`config.mk`:
```
export PLATFORM = sky130hd
export DESIGN_NAME = ordered_array_list_engine_flat
export DESIGN_NICKNAME = d
export VERILOG_FILES = /design/src/rtl/oal_pkg.sv /design/src/rtl/oal_if.sv /design/src/rtl/oal_ram.sv /design/src/rtl/oal_dp.sv /design/src/rtl/oal_ctrl.sv /design/src/rtl/ordered_array_list_engine.sv /design/src/flat_wrapper.sv
export SDC_FILE = /design/constraint.sdc
export NUM_CORES = 2
export LEC_CHECK = 0
export ABC_AREA = 1
export BUFFER_PORTS_ARGS = -buffer_cell sky130_fd_sc_hd__buf_4
export CAP_MARGIN = 20
export CORE_MARGIN = 2
export CORE_UTILIZATION = 50
export DETAILED_ROUTE_END_ITERATION = 10
export HOLD_SLACK_MARGIN = 0.1
export PLACE_DENSITY = 0.65
export SLEW_MARGIN = 20
export SYNTH_ARGS = -nofsm -noshare
export SYNTH_HDL_FRONTEND = slang
export SYNTH_HIERARCHICAL = 1
export SYNTH_SLANG_ARGS = --single-unit
```
`constraint.sdc`:
```
create_clock -name clk -period 9.6 [get_ports clk]
set_input_delay 0.48 -clock clk [delete_from_list [all_inputs] [get_ports clk]]
set_output_delay 0.48 -clock clk [all_outputs]
set_load 0.03 [all_outputs]
```
`src/rtl/oal_pkg.sv`:
```
// Package for the ordered array list engine: command and status codes,
// controller state, datapath op codes, and the control/status structs between control and datapath.
// No dependencies.
package oal_pkg;

    localparam int CAPACITY_DEF   = 64;
    localparam int DATA_WIDTH_DEF = 32;
    localparam int CMD_W          = 3;
    localparam int STATUS_W       = 3;

    typedef enum logic [CMD_W-1:0] {
        CMD_GET    = 3'd0,
        CMD_INSERT = 3'd1,
        CMD_DELETE = 3'd2,
        CMD_CHANGE = 3'd3,
        CMD_LOCATE = 3'd4,
        CMD_CLEAR  = 3'd5
    } cmd_t;

    typedef enum logic [STATUS_W-1:0] {
        STAT_DONE     = 3'd0,
        STAT_BADPOS   = 3'd1,
        STAT_FULL     = 3'd2,
        STAT_NOTFOUND = 3'd3,
        STAT_EMPTY    = 3'd4
    } status_t;

    typedef enum logic [3:0] {
        ST_IDLE,
        ST_DECODE,
        ST_GET_RD,
        ST_GET_CAP,
        ST_INS_SHIFT,
        ST_INS_LAST,
        ST_INS_PUT,
        ST_DEL_SHIFT,
        ST_DEL_LAST,
        ST_LOC_SCAN,
        ST_LOC_LAST,
        ST_FINISH
    } state_t;

    typedef enum logic [2:0] {
        PTR_HOLD,
        PTR_LOAD_POSM1,
        PTR_LOAD_CNTM1,
        PTR_LOAD_ZERO,
        PTR_INC,
        PTR_DEC
    } ptr_op_t;

    typedef enum logic [1:0] {
        WR_NONE,
        WR_VAL_POS,
        WR_SHIFT_UP,
        WR_SHIFT_DN
    } wr_sel_t;

    typedef enum logic [1:0] {
        CNT_HOLD,
        CNT_INC,
        CNT_DEC,
        CNT_CLR
    } cnt_op_t;

    typedef struct packed {
        logic    ld;
        ptr_op_t ptr_op;
        logic    rd;
        wr_sel_t wr;
        cnt_op_t cnt_op;
        logic    res_status_ld;
        status_t res_status;
        logic    cap_data;
        logic    set_found;
        logic    out_ld;
    } ctl_t;

    typedef struct packed {
        logic [CMD_W-1:0] cmd;
        logic             bad_get;
        logic             bad_ins;
        logic             full;
        logic             empty;
        logic             append;
        logic             ptr_last;
        logic             ptr_at_pos;
        logic             tag_at_pos;
        logic             pend;
        logic             match;
        logic             out_free;
    } sts_t;

endpackage

```
`src/rtl/oal_if.sv`:
```
// Handshake channels of the ordered array list engine: command in, result out.
// Depends on oal_pkg.
interface oal_cmd_if #(
    parameter int POS_W  = 7,
    parameter int DATA_W = oal_pkg::DATA_WIDTH_DEF
);
    logic                     valid;
    logic                     ready;
    logic [oal_pkg::CMD_W-1:0] command;
    logic [POS_W-1:0]         position;
    logic [DATA_W-1:0]        value;

    modport source (output valid, command, position, value, input ready);
    modport sink   (input valid, command, position, value, output ready);
endinterface

interface oal_rsp_if #(
    parameter int POS_W  = 7,
    parameter int DATA_W = oal_pkg::DATA_WIDTH_DEF
);
    logic                        valid;
    logic                        ready;
    logic [oal_pkg::STATUS_W-1:0] status;
    logic [DATA_W-1:0]           data;
    logic [POS_W-1:0]            found_position;
    logic [POS_W-1:0]            count;
    logic                        is_empty;

    modport source (output valid, status, data, found_position, count, is_empty,
                    input ready);
    modport sink   (input valid, status, data, found_position, count, is_empty,
                    output ready);
endinterface

```
`src/rtl/oal_ram.sv`:
```
// Generic single-write, single-read RAM with registered read data.
// No dependencies.
module oal_ram #(
    parameter int WIDTH = 32,
    parameter int DEPTH = 64
) (
    input  logic                     clk,
    input  logic                     we,
    input  logic [$clog2(DEPTH)-1:0] waddr,
    input  logic [WIDTH-1:0]         wdata,
    input  logic                     re,
    input  logic [$clog2(DEPTH)-1:0] raddr,
    output logic [WIDTH-1:0]         rdata
);
    logic [WIDTH-1:0] mem [DEPTH];
    logic [WIDTH-1:0] rdata_reg;

    always_ff @(posedge clk)
    begin
        if (we)
        begin
            mem[waddr] <= wdata;
        end
        if (re)
        begin
            rdata_reg <= mem[raddr];
        end
    end

    assign rdata = rdata_reg;
endmodule

```
`src/rtl/oal_dp.sv`:
```
// Datapath of the ordered array list engine: entry memory, length, walk pointer,
// result staging and output register. Depends on oal_pkg and oal_ram.
module oal_dp #(
    parameter int CAPACITY   = oal_pkg::CAPACITY_DEF,
    parameter int DATA_WIDTH = oal_pkg::DATA_WIDTH_DEF,
    parameter int POS_W      = $clog2(CAPACITY + 2)
) (
    input  logic                        clk,
    input  logic                        rst_n,
    input  oal_pkg::ctl_t               ctl,
    output oal_pkg::sts_t               sts,
    input  logic [oal_pkg::CMD_W-1:0]   command,
    input  logic [POS_W-1:0]            position,
    input  logic [DATA_WIDTH-1:0]       value,
    input  logic                        out_ready,
    output logic                        out_valid,
    output logic [oal_pkg::STATUS_W-1:0] status,
    output logic [DATA_WIDTH-1:0]       data,
    output logic [POS_W-1:0]            found_position,
    output logic [POS_W-1:0]            count,
    output logic                        is_empty
);
    localparam int ADDR_W = $clog2(CAPACITY);

    logic [oal_pkg::CMD_W-1:0]    cmd_reg;
    logic [POS_W-1:0]             pos_reg;
    logic [DATA_WIDTH-1:0]        val_reg;
    logic [POS_W-1:0]             count_reg, count_next;
    logic [ADDR_W-1:0]            ptr_reg, ptr_next;
    logic [ADDR_W-1:0]            tag_reg;
    logic                         pend_reg;
    logic [oal_pkg::STATUS_W-1:0] res_status_reg;
    logic [DATA_WIDTH-1:0]        res_data_reg;
    logic [POS_W-1:0]             res_found_reg;
    logic                         out_valid_reg;
    logic [oal_pkg::STATUS_W-1:0] out_status_reg;
    logic [DATA_WIDTH-1:0]        out_data_reg;
    logic [POS_W-1:0]             out_found_reg;
    logic [POS_W-1:0]             out_count_reg;
    logic                         out_empty_reg;

    logic [POS_W-1:0]      pos_m1, count_m1;
    logic [ADDR_W-1:0]     pos_addr, cnt_addr;
    logic                  we;
    logic [ADDR_W-1:0]     waddr;
    logic [DATA_WIDTH-1:0] wdata;
    logic [DATA_WIDTH-1:0] rdata;

    assign pos_m1   = pos_reg - POS_W'(1);
    assign count_m1 = count_reg - POS_W'(1);
    assign pos_addr = pos_m1[ADDR_W-1:0];
    assign cnt_addr = count_m1[ADDR_W-1:0];

    always_comb
    begin
        we    = 1'b0;
        waddr = pos_addr;
        wdata = val_reg;
        case (ctl.wr)
            oal_pkg::WR_VAL_POS:
            begin
                we = 1'b1;
            end
            oal_pkg::WR_SHIFT_UP:
            begin
                we    = 1'b1;
                waddr = tag_reg + ADDR_W'(1);
                wdata = rdata;
            end
            oal_pkg::WR_SHIFT_DN:
            begin
                we    = 1'b1;
                waddr = tag_reg - ADDR_W'(1);
                wdata = rdata;
            end
            default:
            begin
                we = 1'b0;
            end
        endcase
    end

    oal_ram #(
        .WIDTH (DATA_WIDTH),
        .DEPTH (CAPACITY)
    ) u_ram (
        .clk   (clk),
        .we    (we),
        .waddr (waddr),
        .wdata (wdata),
        .re    (ctl.rd),
        .raddr (ptr_reg),
        .rdata (rdata)
    );

    always_comb
    begin
        case (ctl.ptr_op)
            oal_pkg::PTR_LOAD_POSM1: ptr_next = pos_addr;
            oal_pkg::PTR_LOAD_CNTM1: ptr_next = cnt_addr;
            oal_pkg::PTR_LOAD_ZERO:  ptr_next = '0;
            oal_pkg::PTR_INC:        ptr_next = ptr_reg + ADDR_W'(1);
            oal_pkg::PTR_DEC:        ptr_next = ptr_reg - ADDR_W'(1);
            default:                 ptr_next = ptr_reg;
        endcase
        case (ctl.cnt_op)
            oal_pkg::CNT_INC: count_next = count_reg + POS_W'(1);
            oal_pkg::CNT_DEC: count_next = count_m1;
            oal_pkg::CNT_CLR: count_next = '0;
            default:          count_next = count_reg;
        endcase
    end

    // control state
    always_ff @(posedge clk or negedge rst_n)
    begin
        if (!rst_n)
        begin
            count_reg     <= '0;
            pend_reg      <= 1'b0;
            out_valid_reg <= 1'b0;
        end
        else
        begin
            count_reg <= count_next;
            pend_reg  <= ctl.rd;
            if (ctl.out_ld)
            begin
                out_valid_reg <= 1'b1;
            end
            else if (out_ready)
            begin
                out_valid_reg <= 1'b0;
            end
        end
    end

    // payload
    always_ff @(posedge clk)
    begin
        ptr_reg <= ptr_next;
        if (ctl.rd)
        begin
            tag_reg <= ptr_reg;
        end
        if (ctl.ld)
        begin
            cmd_reg        <= command;
            pos_reg        <= position;
            val_reg        <= value;
            res_status_reg <= oal_pkg::STAT_DONE;
            res_data_reg   <= '0;
            res_found_reg  <= '0;
        end
        else
        begin
            if (ctl.res_status_ld)
            begin
                res_status_reg <= ctl.res_status;
            end
            if (ctl.cap_data)
            begin
                res_data_reg <= rdata;
            end
            if (ctl.set_found)
            begin
                res_found_reg <= POS_W'(tag_reg) + POS_W'(1);
            end
        end
        if (ctl.out_ld)
        begin
            out_status_reg <= res_status_reg;
            out_data_reg   <= res_data_reg;
            out_found_reg  <= res_found_reg;
            out_count_reg  <= count_reg;
            out_empty_reg  <= (count_reg == '0);
        end
    end

    always_comb
    begin
        sts.cmd        = cmd_reg;
        sts.bad_get    = (pos_reg == '0) || (pos_reg > count_reg);
        sts.bad_ins    = (pos_reg == '0) || (pos_reg > count_reg + POS_W'(1));
        sts.full       = (count_reg == POS_W'(CAPACITY));
        sts.empty      = (count_reg == '0);
        sts.append     = (pos_m1 == count_reg);
        sts.ptr_last   = (ptr_reg == cnt_addr);
        sts.ptr_at_pos = (ptr_reg == pos_addr);
        sts.tag_at_pos = (tag_reg == pos_addr);
        sts.pend       = pend_reg;
        sts.match      = pend_reg && (rdata == val_reg);
        sts.out_free   = !out_valid_reg || out_ready;
    end

    assign out_valid      = out_valid_reg;
    assign status         = out_status_reg;
    assign data           = out_data_reg;
    assign found_position = out_found_reg;
    assign count          = out_count_reg;
    assign is_empty       = out_empty_reg;
endmodule

```
`src/rtl/oal_ctrl.sv`:
```
// Controller of the ordered array list engine: sequences the memory walks
// for each command. Depends on oal_pkg.
module oal_ctrl (
    input  logic          clk,
    input  logic          rst_n,
    input  logic          in_valid,
    output logic          in_ready,
    input  oal_pkg::sts_t sts,
    output oal_pkg::ctl_t ctl
);
    oal_pkg::state_t state_reg, state_next;

    always_ff @(posedge clk or negedge rst_n)
    begin
        if (!rst_n)
        begin
            state_reg <= oal_pkg::ST_IDLE;
        end
        else
        begin
            state_reg <= state_next;
        end
    end

    always_comb
    begin
        state_next        = state_reg;
        in_ready          = 1'b0;
        ctl.ld            = 1'b0;
        ctl.ptr_op        = oal_pkg::PTR_HOLD;
        ctl.rd            = 1'b0;
        ctl.wr            = oal_pkg::WR_NONE;
        ctl.cnt_op        = oal_pkg::CNT_HOLD;
        ctl.res_status_ld = 1'b0;
        ctl.res_status    = oal_pkg::STAT_DONE;
        ctl.cap_data      = 1'b0;
        ctl.set_found     = 1'b0;
        ctl.out_ld        = 1'b0;

        case (state_reg)
            oal_pkg::ST_IDLE:
            begin
                in_ready = 1'b1;
                if (in_valid)
                begin
                    ctl.ld     = 1'b1;
                    state_next = oal_pkg::ST_DECODE;
                end
            end

            oal_pkg::ST_DECODE:
            begin
                state_next = oal_pkg::ST_FINISH;
                case (sts.cmd)
                    oal_pkg::CMD_GET:
                    begin
                        if (sts.bad_get)
                        begin
                            ctl.res_status_ld = 1'b1;
                            ctl.res_status    = oal_pkg::STAT_BADPOS;
                        end
                        else
                        begin
                            ctl.ptr_op = oal_pkg::PTR_LOAD_POSM1;
                            state_next = oal_pkg::ST_GET_RD;
                        end
                    end
                    oal_pkg::CMD_INSERT:
                    begin
                        if (sts.bad_ins)
                        begin
                            ctl.res_status_ld = 1'b1;
                            ctl.res_status    = oal_pkg::STAT_BADPOS;
                        end
                        else if (sts.full)
                        begin
                            ctl.res_status_ld = 1'b1;
                            ctl.res_status    = oal_pkg::STAT_FULL;
                        end
                        else if (sts.append)
                        begin
                            state_next = oal_pkg::ST_INS_PUT;
                        end
                        else
                        begin
                            ctl.ptr_op = oal_pkg::PTR_LOAD_CNTM1;
                            state_next = oal_pkg::ST_INS_SHIFT;
                        end
                    end
                    oal_pkg::CMD_DELETE:
                    begin
                        if (sts.bad_get)
                        begin
                            ctl.res_status_ld = 1'b1;
                            ctl.res_status    = oal_pkg::STAT_BADPOS;
                        end
                        else
                        begin
                            ctl.ptr_op = oal_pkg::PTR_LOAD_POSM1;
                            state_next = oal_pkg::ST_DEL_SHIFT;
                        end
                    end
                    oal_pkg::CMD_CHANGE:
                    begin
                        if (sts.bad_get)
                        begin
                            ctl.res_status_ld = 1'b1;
                            ctl.res_status    = oal_pkg::STAT_BADPOS;
                        end
                        else
                        begin
                            ctl.wr = oal_pkg::WR_VAL_POS;
                        end
                    end
                    oal_pkg::CMD_LOCATE:
                    begin
                        if (sts.empty)
                        begin
                            ctl.res_status_ld = 1'b1;
                            ctl.res_status    = oal_pkg::STAT_EMPTY;
                        end
                        else
                        begin
                            ctl.ptr_op = oal_pkg::PTR_LOAD_ZERO;
                            state_next = oal_pkg::ST_LOC_SCAN;
                        end
                    end
                    oal_pkg::CMD_CLEAR:
                    begin
                        ctl.cnt_op = oal_pkg::CNT_CLR;
                    end
                    default:
                    begin
                        state_next = oal_pkg::ST_FINISH;
                    end
                endcase
            end

            oal_pkg::ST_GET_RD:
            begin
                ctl.rd     = 1'b1;
                state_next = oal_pkg::ST_GET_CAP;
            end

            oal_pkg::ST_GET_CAP:
            begin
                ctl.cap_data = 1'b1;
                state_next   = oal_pkg::ST_FINISH;
            end

            // walk down from the tail; each beat of read data lands one slot up
            oal_pkg::ST_INS_SHIFT:
            begin
                ctl.rd = 1'b1;
                if (sts.pend)
                begin
                    ctl.wr = oal_pkg::WR_SHIFT_UP;
                end
                if (sts.ptr_at_pos)
                begin
                    state_next = oal_pkg::ST_INS_LAST;
                end
                else
                begin
                    ctl.ptr_op = oal_pkg::PTR_DEC;
                end
            end

            oal_pkg::ST_INS_LAST:
            begin
                ctl.wr     = oal_pkg::WR_SHIFT_UP;
                state_next = oal_pkg::ST_INS_PUT;
            end

            oal_pkg::ST_INS_PUT:
            begin
                ctl.wr     = oal_pkg::WR_VAL_POS;
                ctl.cnt_op = oal_pkg::CNT_INC;
                state_next = oal_pkg::ST_FINISH;
            end

            // walk up from the deleted slot; first read is the removed entry
            oal_pkg::ST_DEL_SHIFT:
            begin
                ctl.rd = 1'b1;
                if (sts.pend)
                begin
                    if (sts.tag_at_pos)
                    begin
                        ctl.cap_data = 1'b1;
                    end
                    else
                    begin
                        ctl.wr = oal_pkg::WR_SHIFT_DN;
                    end
                end
                if (sts.ptr_last)
                begin
                    state_next = oal_pkg::ST_DEL_LAST;
                end
                else
                begin
                    ctl.ptr_op = oal_pkg::PTR_INC;
                end
            end

            oal_pkg::ST_DEL_LAST:
            begin
                if (sts.tag_at_pos)
                begin
                    ctl.cap_data = 1'b1;
                end
                else
                begin
                    ctl.wr = oal_pkg::WR_SHIFT_DN;
                end
                ctl.cnt_op = oal_pkg::CNT_DEC;
                state_next = oal_pkg::ST_FINISH;
            end

            oal_pkg::ST_LOC_SCAN:
            begin
                if (sts.match)
                begin
                    ctl.set_found = 1'b1;
                    state_next    = oal_pkg::ST_FINISH;
                end
                else
                begin
                    ctl.rd = 1'b1;
                    if (sts.ptr_last)
                    begin
                        state_next = oal_pkg::ST_LOC_LAST;
                    end
                    else
                    begin
                        ctl.ptr_op = oal_pkg::PTR_INC;
                    end
                end
            end

            oal_pkg::ST_LOC_LAST:
            begin
                if (sts.match)
                begin
                    ctl.set_found = 1'b1;
                end
                else
                begin
                    ctl.res_status_ld = 1'b1;
                    ctl.res_status    = oal_pkg::STAT_NOTFOUND;
                end
                state_next = oal_pkg::ST_FINISH;
            end

            oal_pkg::ST_FINISH:
            begin
                if (sts.out_free)
                begin
                    ctl.out_ld = 1'b1;
                    state_next = oal_pkg::ST_IDLE;
                end
            end

            default:
            begin
                state_next = oal_pkg::ST_IDLE;
            end
        endcase
    end
endmodule

```
`src/rtl/ordered_array_list_engine.sv`:
```
// Ordered array list engine: top level joining controller and datapath.
// Depends on oal_pkg, oal_if, oal_ctrl and oal_dp.
//
// Usage:
//   cmd carries one command beat (command, position, value); rsp returns
//   exactly one result beat per command (status, data, found_position,
//   count, is_empty). Positions are one-based.
//   One command is worked on at a time; cmd.ready is high only while the
//   engine is idle. The entry memory has one read and one write port, and
//   the shift and search walks move one entry per cycle through it.
//   The result sits in an output register; if the receiver stalls the next
//   command is still accepted and worked on, and it waits at the end until
//   the register frees up. Reset empties the list (length zero) at once;
//   the memory is not cleared, since only entries below the length are read.
module ordered_array_list_engine #(
    parameter int CAPACITY   = oal_pkg::CAPACITY_DEF,
    parameter int DATA_WIDTH = oal_pkg::DATA_WIDTH_DEF
) (
    input logic       clk,
    input logic       rst_n,
    oal_cmd_if.sink   cmd,
    oal_rsp_if.source rsp
);
    localparam int POS_W = $clog2(CAPACITY + 2);

    oal_pkg::ctl_t ctl;
    oal_pkg::sts_t sts;

    oal_ctrl u_ctrl (
        .clk      (clk),
        .rst_n    (rst_n),
        .in_valid (cmd.valid),
        .in_ready (cmd.ready),
        .sts      (sts),
        .ctl      (ctl)
    );

    oal_dp #(
        .CAPACITY   (CAPACITY),
        .DATA_WIDTH (DATA_WIDTH),
        .POS_W      (POS_W)
    ) u_dp (
        .clk            (clk),
        .rst_n          (rst_n),
        .ctl            (ctl),
        .sts            (sts),
        .command        (cmd.command),
        .position       (cmd.position),
        .value          (cmd.value),
        .out_ready      (rsp.ready),
        .out_valid      (rsp.valid),
        .status         (rsp.status),
        .data           (rsp.data),
        .found_position (rsp.found_position),
        .count          (rsp.count),
        .is_empty       (rsp.is_empty)
    );
endmodule

```
`src/flat_wrapper.sv`:
```
// flat-port wrapper written by rule: the top's interface ports become plain ports
module ordered_array_list_engine_flat import oal_pkg::*;
#(
    parameter int CAPACITY   = oal_pkg::CAPACITY_DEF,
    parameter int DATA_WIDTH = oal_pkg::DATA_WIDTH_DEF
)
  (clk, rst_n, cmd_valid, cmd_command, cmd_position, cmd_value, cmd_ready, rsp_valid, rsp_status, rsp_data, rsp_found_position, rsp_count, rsp_is_empty, rsp_ready);
  oal_cmd_if #(.POS_W((7)), .DATA_W(DATA_WIDTH)) cmd_i ();
  oal_rsp_if #(.POS_W((7)), .DATA_W(DATA_WIDTH)) rsp_i ();
  input logic clk;
  input logic rst_n;
  input wire logic [$bits(cmd_i.valid)-1:0] cmd_valid;
  input wire logic [$bits(cmd_i.command)-1:0] cmd_command;
  input wire logic [$bits(cmd_i.position)-1:0] cmd_position;
  input wire logic [$bits(cmd_i.value)-1:0] cmd_value;
  output wire logic [$bits(cmd_i.ready)-1:0] cmd_ready;
  output wire logic [$bits(rsp_i.valid)-1:0] rsp_valid;
  output wire logic [$bits(rsp_i.status)-1:0] rsp_status;
  output wire logic [$bits(rsp_i.data)-1:0] rsp_data;
  output wire logic [$bits(rsp_i.found_position)-1:0] rsp_found_position;
  output wire logic [$bits(rsp_i.count)-1:0] rsp_count;
  output wire logic [$bits(rsp_i.is_empty)-1:0] rsp_is_empty;
  input wire logic [$bits(rsp_i.ready)-1:0] rsp_ready;
  assign cmd_i.valid = cmd_valid;
  assign cmd_i.command = cmd_command;
  assign cmd_i.position = cmd_position;
  assign cmd_i.value = cmd_value;
  assign cmd_ready = cmd_i.ready;
  assign rsp_valid = rsp_i.valid;
  assign rsp_status = rsp_i.status;
  assign rsp_data = rsp_i.data;
  assign rsp_found_position = rsp_i.found_position;
  assign rsp_count = rsp_i.count;
  assign rsp_is_empty = rsp_i.is_empty;
  assign rsp_i.ready = rsp_ready;
  ordered_array_list_engine #(.CAPACITY(CAPACITY), .DATA_WIDTH(DATA_WIDTH)) u_core (.clk(clk), .rst_n(rst_n), .cmd(cmd_i), .rsp(rsp_i));
endmodule
```
Word level (Yosys, flattened, before mapping). Memory sizes are Yosys's and may differ from the RTL's. A register that Yosys moved wholly into a read port is not among the register bits. Cells that the tools add are included.

Bits in writable memories: 2048. Bits of input ports: 46. Output and inout bits: 52. Word-level logic and storage cells: 145. Memories kept: 1. Bits in registers: 159.

Reduce and logical (&&, ||, !) cells: 20. Multiplexer cells: 59. Equal/unequal tests: 38. Magnitude comparators: 2. $add $sub $neg: 8.

Memory list: u_core.u_dp.u_ram.mem (words 64, width 32, read ports 1, clocked after Yosys merged registers in 1, write ports 1, line oal_ram.sv:15) `logic [WIDTH-1:0] mem [DEPTH];`.

Operators with widths (count): 4-bit 2-to-1 mux (16); 4-bit case mux with 9 select lines (1); 32-bit equality test (1); 32-bit 2-to-1 mux (1); 6-bit case mux with 5 select lines (1); 2-bit 2-to-1 mux (11); 7-bit case mux with 3 select lines (1); 6-bit equality test (3); 4-bit by 3-bit equality test with 1-bit output (second input constant) (4); 4-bit equality test (second input constant) (4); 1-bit 2-to-1 mux (16); 4-bit case mux with 4 select lines (1); 7-bit > comparator (2); 7-bit logical NOT (2); 7-bit by 1-bit subtractor with 7-bit output (second input constant) (2); 6-bit by 1-bit adder with 6-bit output (second input constant) (2); 3-bit by 2-bit equality test with 1-bit output (second input constant) (4); 3-bit equality test (second input constant) (4); 2-bit case mux with 3 select lines (2); 2-bit case mux with 6 select lines (1); 3-bit case mux with 4 select lines (1); 4-bit case mux with 3 select lines (1); 6-bit case mux with 2 select lines (1); 6-bit by 1-bit subtractor with 6-bit output (second input constant) (2); other kinds (28) (43).

Depth between registers and ports, before layout.
Depth after elaboration: 10. Depth in mapped cells: 27. Depth with buffers taken out: 27.

Modules after synthesis. The synthesis kept the hierarchy.

By module, submodules not included: oal_ram (cells an instance 6769, instances 1, sequential area each 62459.9 µm², area each 83058.4 µm²); oal_dp (cells an instance 785, instances 1, sequential area each 4189.0 µm², area each 7444.6 µm²); oal_ctrl (cells an instance 140, instances 1, sequential area each 100.1 µm², area each 754.5 µm²).

Worst setup path after synthesis. Ideal clock, no wire load.

Path kind: reg-to-reg. Start point: register u_core.u_dp.pos_reg[0]. End point: memory u_core.u_dp.u_ram.mem[48][0] (enable). Setup time: 0.502 ns. Path buffers: 0. Data arrival time: 6.408 ns. Stages on the path, launching flop included: 22. Slack: 2.690 ns. Clock period less this slack: 6.910 ns. Required time: 9.098 ns. Cells stage by stage: edfxtp_1 inv_1 ha_1 or2_2 nand2_4 xnor2_1 nor3_1 o21ai_0 nor2_1 nor2_1 inv_1 nand2_1 nand2_1 inv_1 ha_1 nand2_1 nand2_1 a21oi_1 or2_2 a31oi_1 nand4_1 nor4_1.

RTL lines: from (decl) (line oal_dp.sv:26) `logic [POS_W-1:0] pos_reg;`; from (signal assigned) (line oal_dp.sv:149) `pos_reg <= position;`; to (decl) (line oal_ram.sv:15).

==> results.md <==
Synth:
- The adder-cell area share of the yosys netlist is less than 1%.
- The net count after synthesis is about 7800.
- The biggest area contributor in the post-synthesis netlist is edfxtp_1.
- After synthesis, flip-flops and latches occupy between 70% and 80% of the total area.
- The synthesized netlist devotes less than 1% of its cell area to XOR and XNOR gates.
- The most used standard cell by instance count after synthesis is nand2_1.
- The average cell area after synthesis is around 12 sq um.
- By area, the combinational part of the netlist is dominated by simple AND/OR/NAND/NOR gates.
- The portion of synthesized area spent on multiplexers is less than 1%.
- The top cell type's share of synthesized area is between 70% and 80%.
- Counting instances in the post-synthesis netlist gives the leading cell types as nand2_1 (2440), edfxtp_1 (2184), nand3_1 (1947).
- Summing the areas of all and, or, nand and nor instances in the mapped netlist gives 22.08% of the synthesized area.
- By area the synthesized netlist is led by edfxtp_1 (72%), nand3_1 (11%), nand2_1 (10%).
- The cell area after synthesis is ~0.091 sq mm.
- The most common flop cell mapped by yosys is edfxtp_1.
- In this run, synthesis produced a sequential element count of between 2000 and 2500.
- The gate count of the mapped netlist is between 7000 and 8000.
- The count of flip-flops with a built-in enable after synthesis is ~2200.
- The Yosys step of the flow raised 6 warnings.
- The compound-cell area share of the yosys netlist is less than 1%.
- The fraction of registers with async set or reset after synthesis is 0.5806%.
- The number of distinct library cells after synthesis is 55.

Flow run:
- The tool flagged a number of max-cap violations equal to 0.

Timing:
- The final-report setup violation count is 0.
- The maximum clock frequency is between 150 and 200 MHz.
- Setup repair after global routing left no endpoint under its margin.
- The aggregate negative setup slack is 0 ns.
- The setup clock skew after layout is slightly below 0.07 ns.
- The final count of hold timing violations came to 0.
- Final hold analysis gives a worst-case slack of roughly 0.35 ns.
- The final critical-path required period is approximately 6.5 ns.
- In the finished design, the share of the clock period the worst path needs comes to between 60% and 70%.
- The relative max-transition margin is approximately 16%.
- At the pin with the least slew margin, the transition time is 1.257 ns.
- The count of pins over their slew limit is 0.

Clocking:
- The insertion delay of the later-clocked pin in the worst-skew pair is 0.87 ns.
- The cell at the root of the clock tree is clkbuf_16.
- TritonCTS built the clock tree.
- The setup fix buffers added after clock tree synthesis is 0.
- The worst-case clock buffer depth is 3.
- The TritonCTS sink count is roughly 2200.
- In this run the number of H-tree levels came out at 4.
- The number of clock buffers added by TritonCTS is 220.
- Buffers inserted to repair hold after CTS numbered 46.
- The clock transition at the register clock pins on the worst setup and hold paths after CTS is ~0.060 ns.
- Once the clock tree was built, the resizer swapped 0 gates to a different size.

Power:
- The sequential share of power is 39.4%.
- The cell-internal power is 19650 uW.
- The worst-case IR drop observed on VDD is 533.5 uV.
- Combinational cells account for between 30% and 40% of the total power.
- The switching fraction of total power is about two fifths.
- The fraction of power consumed by the clock network is around a quarter.
- The power per standard cell area is 320.1 mW/mm^2.
- The leakage power is roughly 0.036 uW.
- The net switching power of the design is 12890 uW.

Worst setup path:
- The endpoint arrival time on the critical path is 6.95 ns.
- STA classifies the critical path startpoint as a flip-flop.
- Along the worst path, the maximum fanout reaches 32.
- The type of destination of the critical path is a flip-flop.
- The origin of the critical flop-to-flop path is u_core/u_dp/pos_reg[0].
- At the worst endpoint, the required time is around 10 ns.
- The worst setup path is of the flip-flop to flip-flop kind.
- The number of cell instances on the worst register-to-register path is 25.
- The worst register-to-register path ends at u_core/u_dp/u_ram/mem[18][10].
- The setup check on the worst reg-to-reg path leaves a slack of between 3 and 4 ns.

Global routing:
- The global-route wire length before repair is about 380000 um.
- The global routing stage identified its most utilized layer as met2.
- The initial antenna violation count is 9.
- The met3 demand-to-capacity share in global routing is roughly 5.2%.
- After global routing the overflow that remains totals 0.
- For this run, the total global-route usage over all layers was measured as 27.48%.
- The number of global-route vias before repair is about 56000.
- In the global route stage, met1 resource usage came out at roughly two fifths.
- The largest net degree at the start of global routing is 219.
- The met2 usage in global routing is between 40% and 50%.

Routing:
- The aggregate routed wire length is between 200000 and 300000 um.
- Dividing the detail-routed via count by the number of cells gives 5.906.
- The detailed router finished its first iteration with roughly 8500 violations.
- The first-pass iteration count of the detailed router is 6.
- After detailed routing, the number of remaining DRC violations is 0.
- The total number of vias is approximately 60000.
- The wire length per cell after detailed routing is roughly 25 um.
- The detail route stage leaves a number of antenna-violating nets equal to 0.

Die:
- The width of the die is between 400 and 500 um.
- The initial utilization of the core area, before any placement, comes to between 50% and 60%.
- The floorplan has approximately 160 rows.
- 98 I/O pins were placed.
- The region available for standard cell placement spans between 0.15 and 0.2 sq mm.
- The die boundary height is between 400 and 500 um.
- The die covers between 0.15 and 0.2 sq mm.

Finish:
- The net total in the final layout is 7755.
- The register with the most flip-flops in the layout has around 2000 of them.
- The area growth from synthesis to layout is 11.38%.
- The layout filler cell count is 14830.
- More flip-flops sit in one register than any other, and that register is u_core/u_dp/u_ram/mem.
- In the final layout, the share of cells above drive strength 1 is under 10%.

Min path:
- The hold path endpoint is u_core/u_dp/val_reg[27].
- In this run the worst hold path is classified as primary input to flip-flop.
- The worst hold path cell count is 2.
- The launch instance of the worst min-delay path is cmd_value[27].

Placement:
- The placer's final routability congestion estimate is approximately 0.94.
- Detailed placement ended at an HPWL of 142600 um.
- Input and output buffers added on the ports amount to 97.

Status:
- The flow ran to the end, and the final reports show no timing, DRC or antenna violations.
-- cell families (layout without fill, tap and decap cells) --
family,after synthesis,after routing
AOI/OAI and AO/OA,147,147
other,0,2
and+or+nand+nor,4649,4649
adders and majority gates,26,26
xor gates and xnor gates,41,41
buffers and inverters,591,761
muxes,1,1
DFF,2239,2239
-- power groups by stage --
stage          clock network [uW]  registers (uW)  logic [uW]
6_report                     8330           12800       11400
5_1_grt                      8800           12900       12100
4_1_cts                      8420           12800       11100
3_5_place_dp                    0           13000       11100
3_3_place_gp                    0           13000       10900
2_1_floorplan                   0           13100        6420
-- worst max-delay path by stage --
stage | startpoint | endpoint | slack, ns
after detailed placement | u_core/u_dp/pos_reg[0] | u_core/u_dp/u_ram/mem[21][10] | 3.19
after global placement | u_core/u_dp/pos_reg[0] | u_core/u_dp/u_ram/mem[16][14] | 3.14
after floorplan | u_core/u_dp/pos_reg[0] | u_core/u_dp/u_ram/mem[48][0] | 2.69
after CTS | u_core/u_dp/pos_reg[0] | u_core/u_dp/u_ram/mem[21][8] | 3.15
final | u_core/u_dp/pos_reg[0] | u_core/u_dp/u_ram/mem[18][10] | 3.13
after global routing | u_core/u_dp/pos_reg[0] | u_core/u_dp/u_ram/mem[17][20] | 2.69
-- placed cells by master (no fill, tap or decap), types with 33 or more instances in the layout --
| cell | synthesis | final |
|---|---|---|
| nand2_1 | 2440 | 2422 |
| clkinv_1 | 0 | 44 |
| nor2_4 | 4 | 61 |
| buf_4 | 46 | 177 |
| clkbuf_16 | 0 | 222 |
| dfxtp_1 | 42 | 42 |
| dlygate4sd3_1 | 0 | 46 |
| clkbuf_1 | 95 | 69 |
| clkinv_2 | 0 | 33 |
| o21ai_0 | 89 | 72 |
| inv_1 | 107 | 105 |
| nor2_1 | 186 | 129 |
| nand3_1 | 1947 | 1947 |
| edfxtp_1 | 2184 | 2184 |
-- critical path: stages (launching register included) --
cell	delay [ns]
edfxtp_1	0.55
inv_1	0.17
ha_1	0.28
or2_2	0.31
nand2_4	0.12
xnor2_1	0.08
nor3_1	0.17
o21ai_0	0.12
nor2_1	0.14
nor2_1	0.06
inv_1	0.08
nand3_1	0.09
nand2_1	0.18
inv_1	0.12
ha_1	0.35
nand3_1	0.09
nand3_1	0.11
nand2_1	0.07
nand2_1	0.07
a21oi_1	0.07
and2_1	0.13
o21ai_0	0.15
nand2_1	0.27
inv_1	0.21
nand3_1	0.83
nor2_4	1.21
-- per-stage QoR --
stage | util [%] | area (sq um) | total power [uW] | setup WS, ns | std cells
floorplan | - | 91260 | 19530 | 2.690 | 7694
global placement | 52.00 | 94190 | 23930 | 3.140 | 9782
detailed placement | 52.00 | 94190 | 24090 | 3.186 | 9782
CTS | 56.07 | 101600 | 32370 | 3.153 | 10230
global route | 56.11 | 101600 | 33710 | 2.686 | 10230
finish | 56.12 | 101600 | 32540 | 3.131 | 10240
-- layer usage --
layer | vias to the layer above | share of wire (%)
li1 | 27220 | -
met1 | 29530 | 39
met2 | 3181 | 46
met3 | 517 | 10
met4 | 0 | 4.8
met5 | - | 0
-- final cells by class --
cell class                 instances  area [sq um]  share of cell area (%)
clock inverter                   111          1085                   1.067
clock buffer                     292          5828                   5.734
sequential                      2239         66750                   65.67
tap                             2370          2965                   2.917
timing repair buffer             239          2120                   2.085
inverter                         119         490.5                  0.4825
antenna                            2         5.005                0.004924
multi-input combinational       4864         22400                   22.04
No activity file was read; power rests on OpenSTA's default activity.
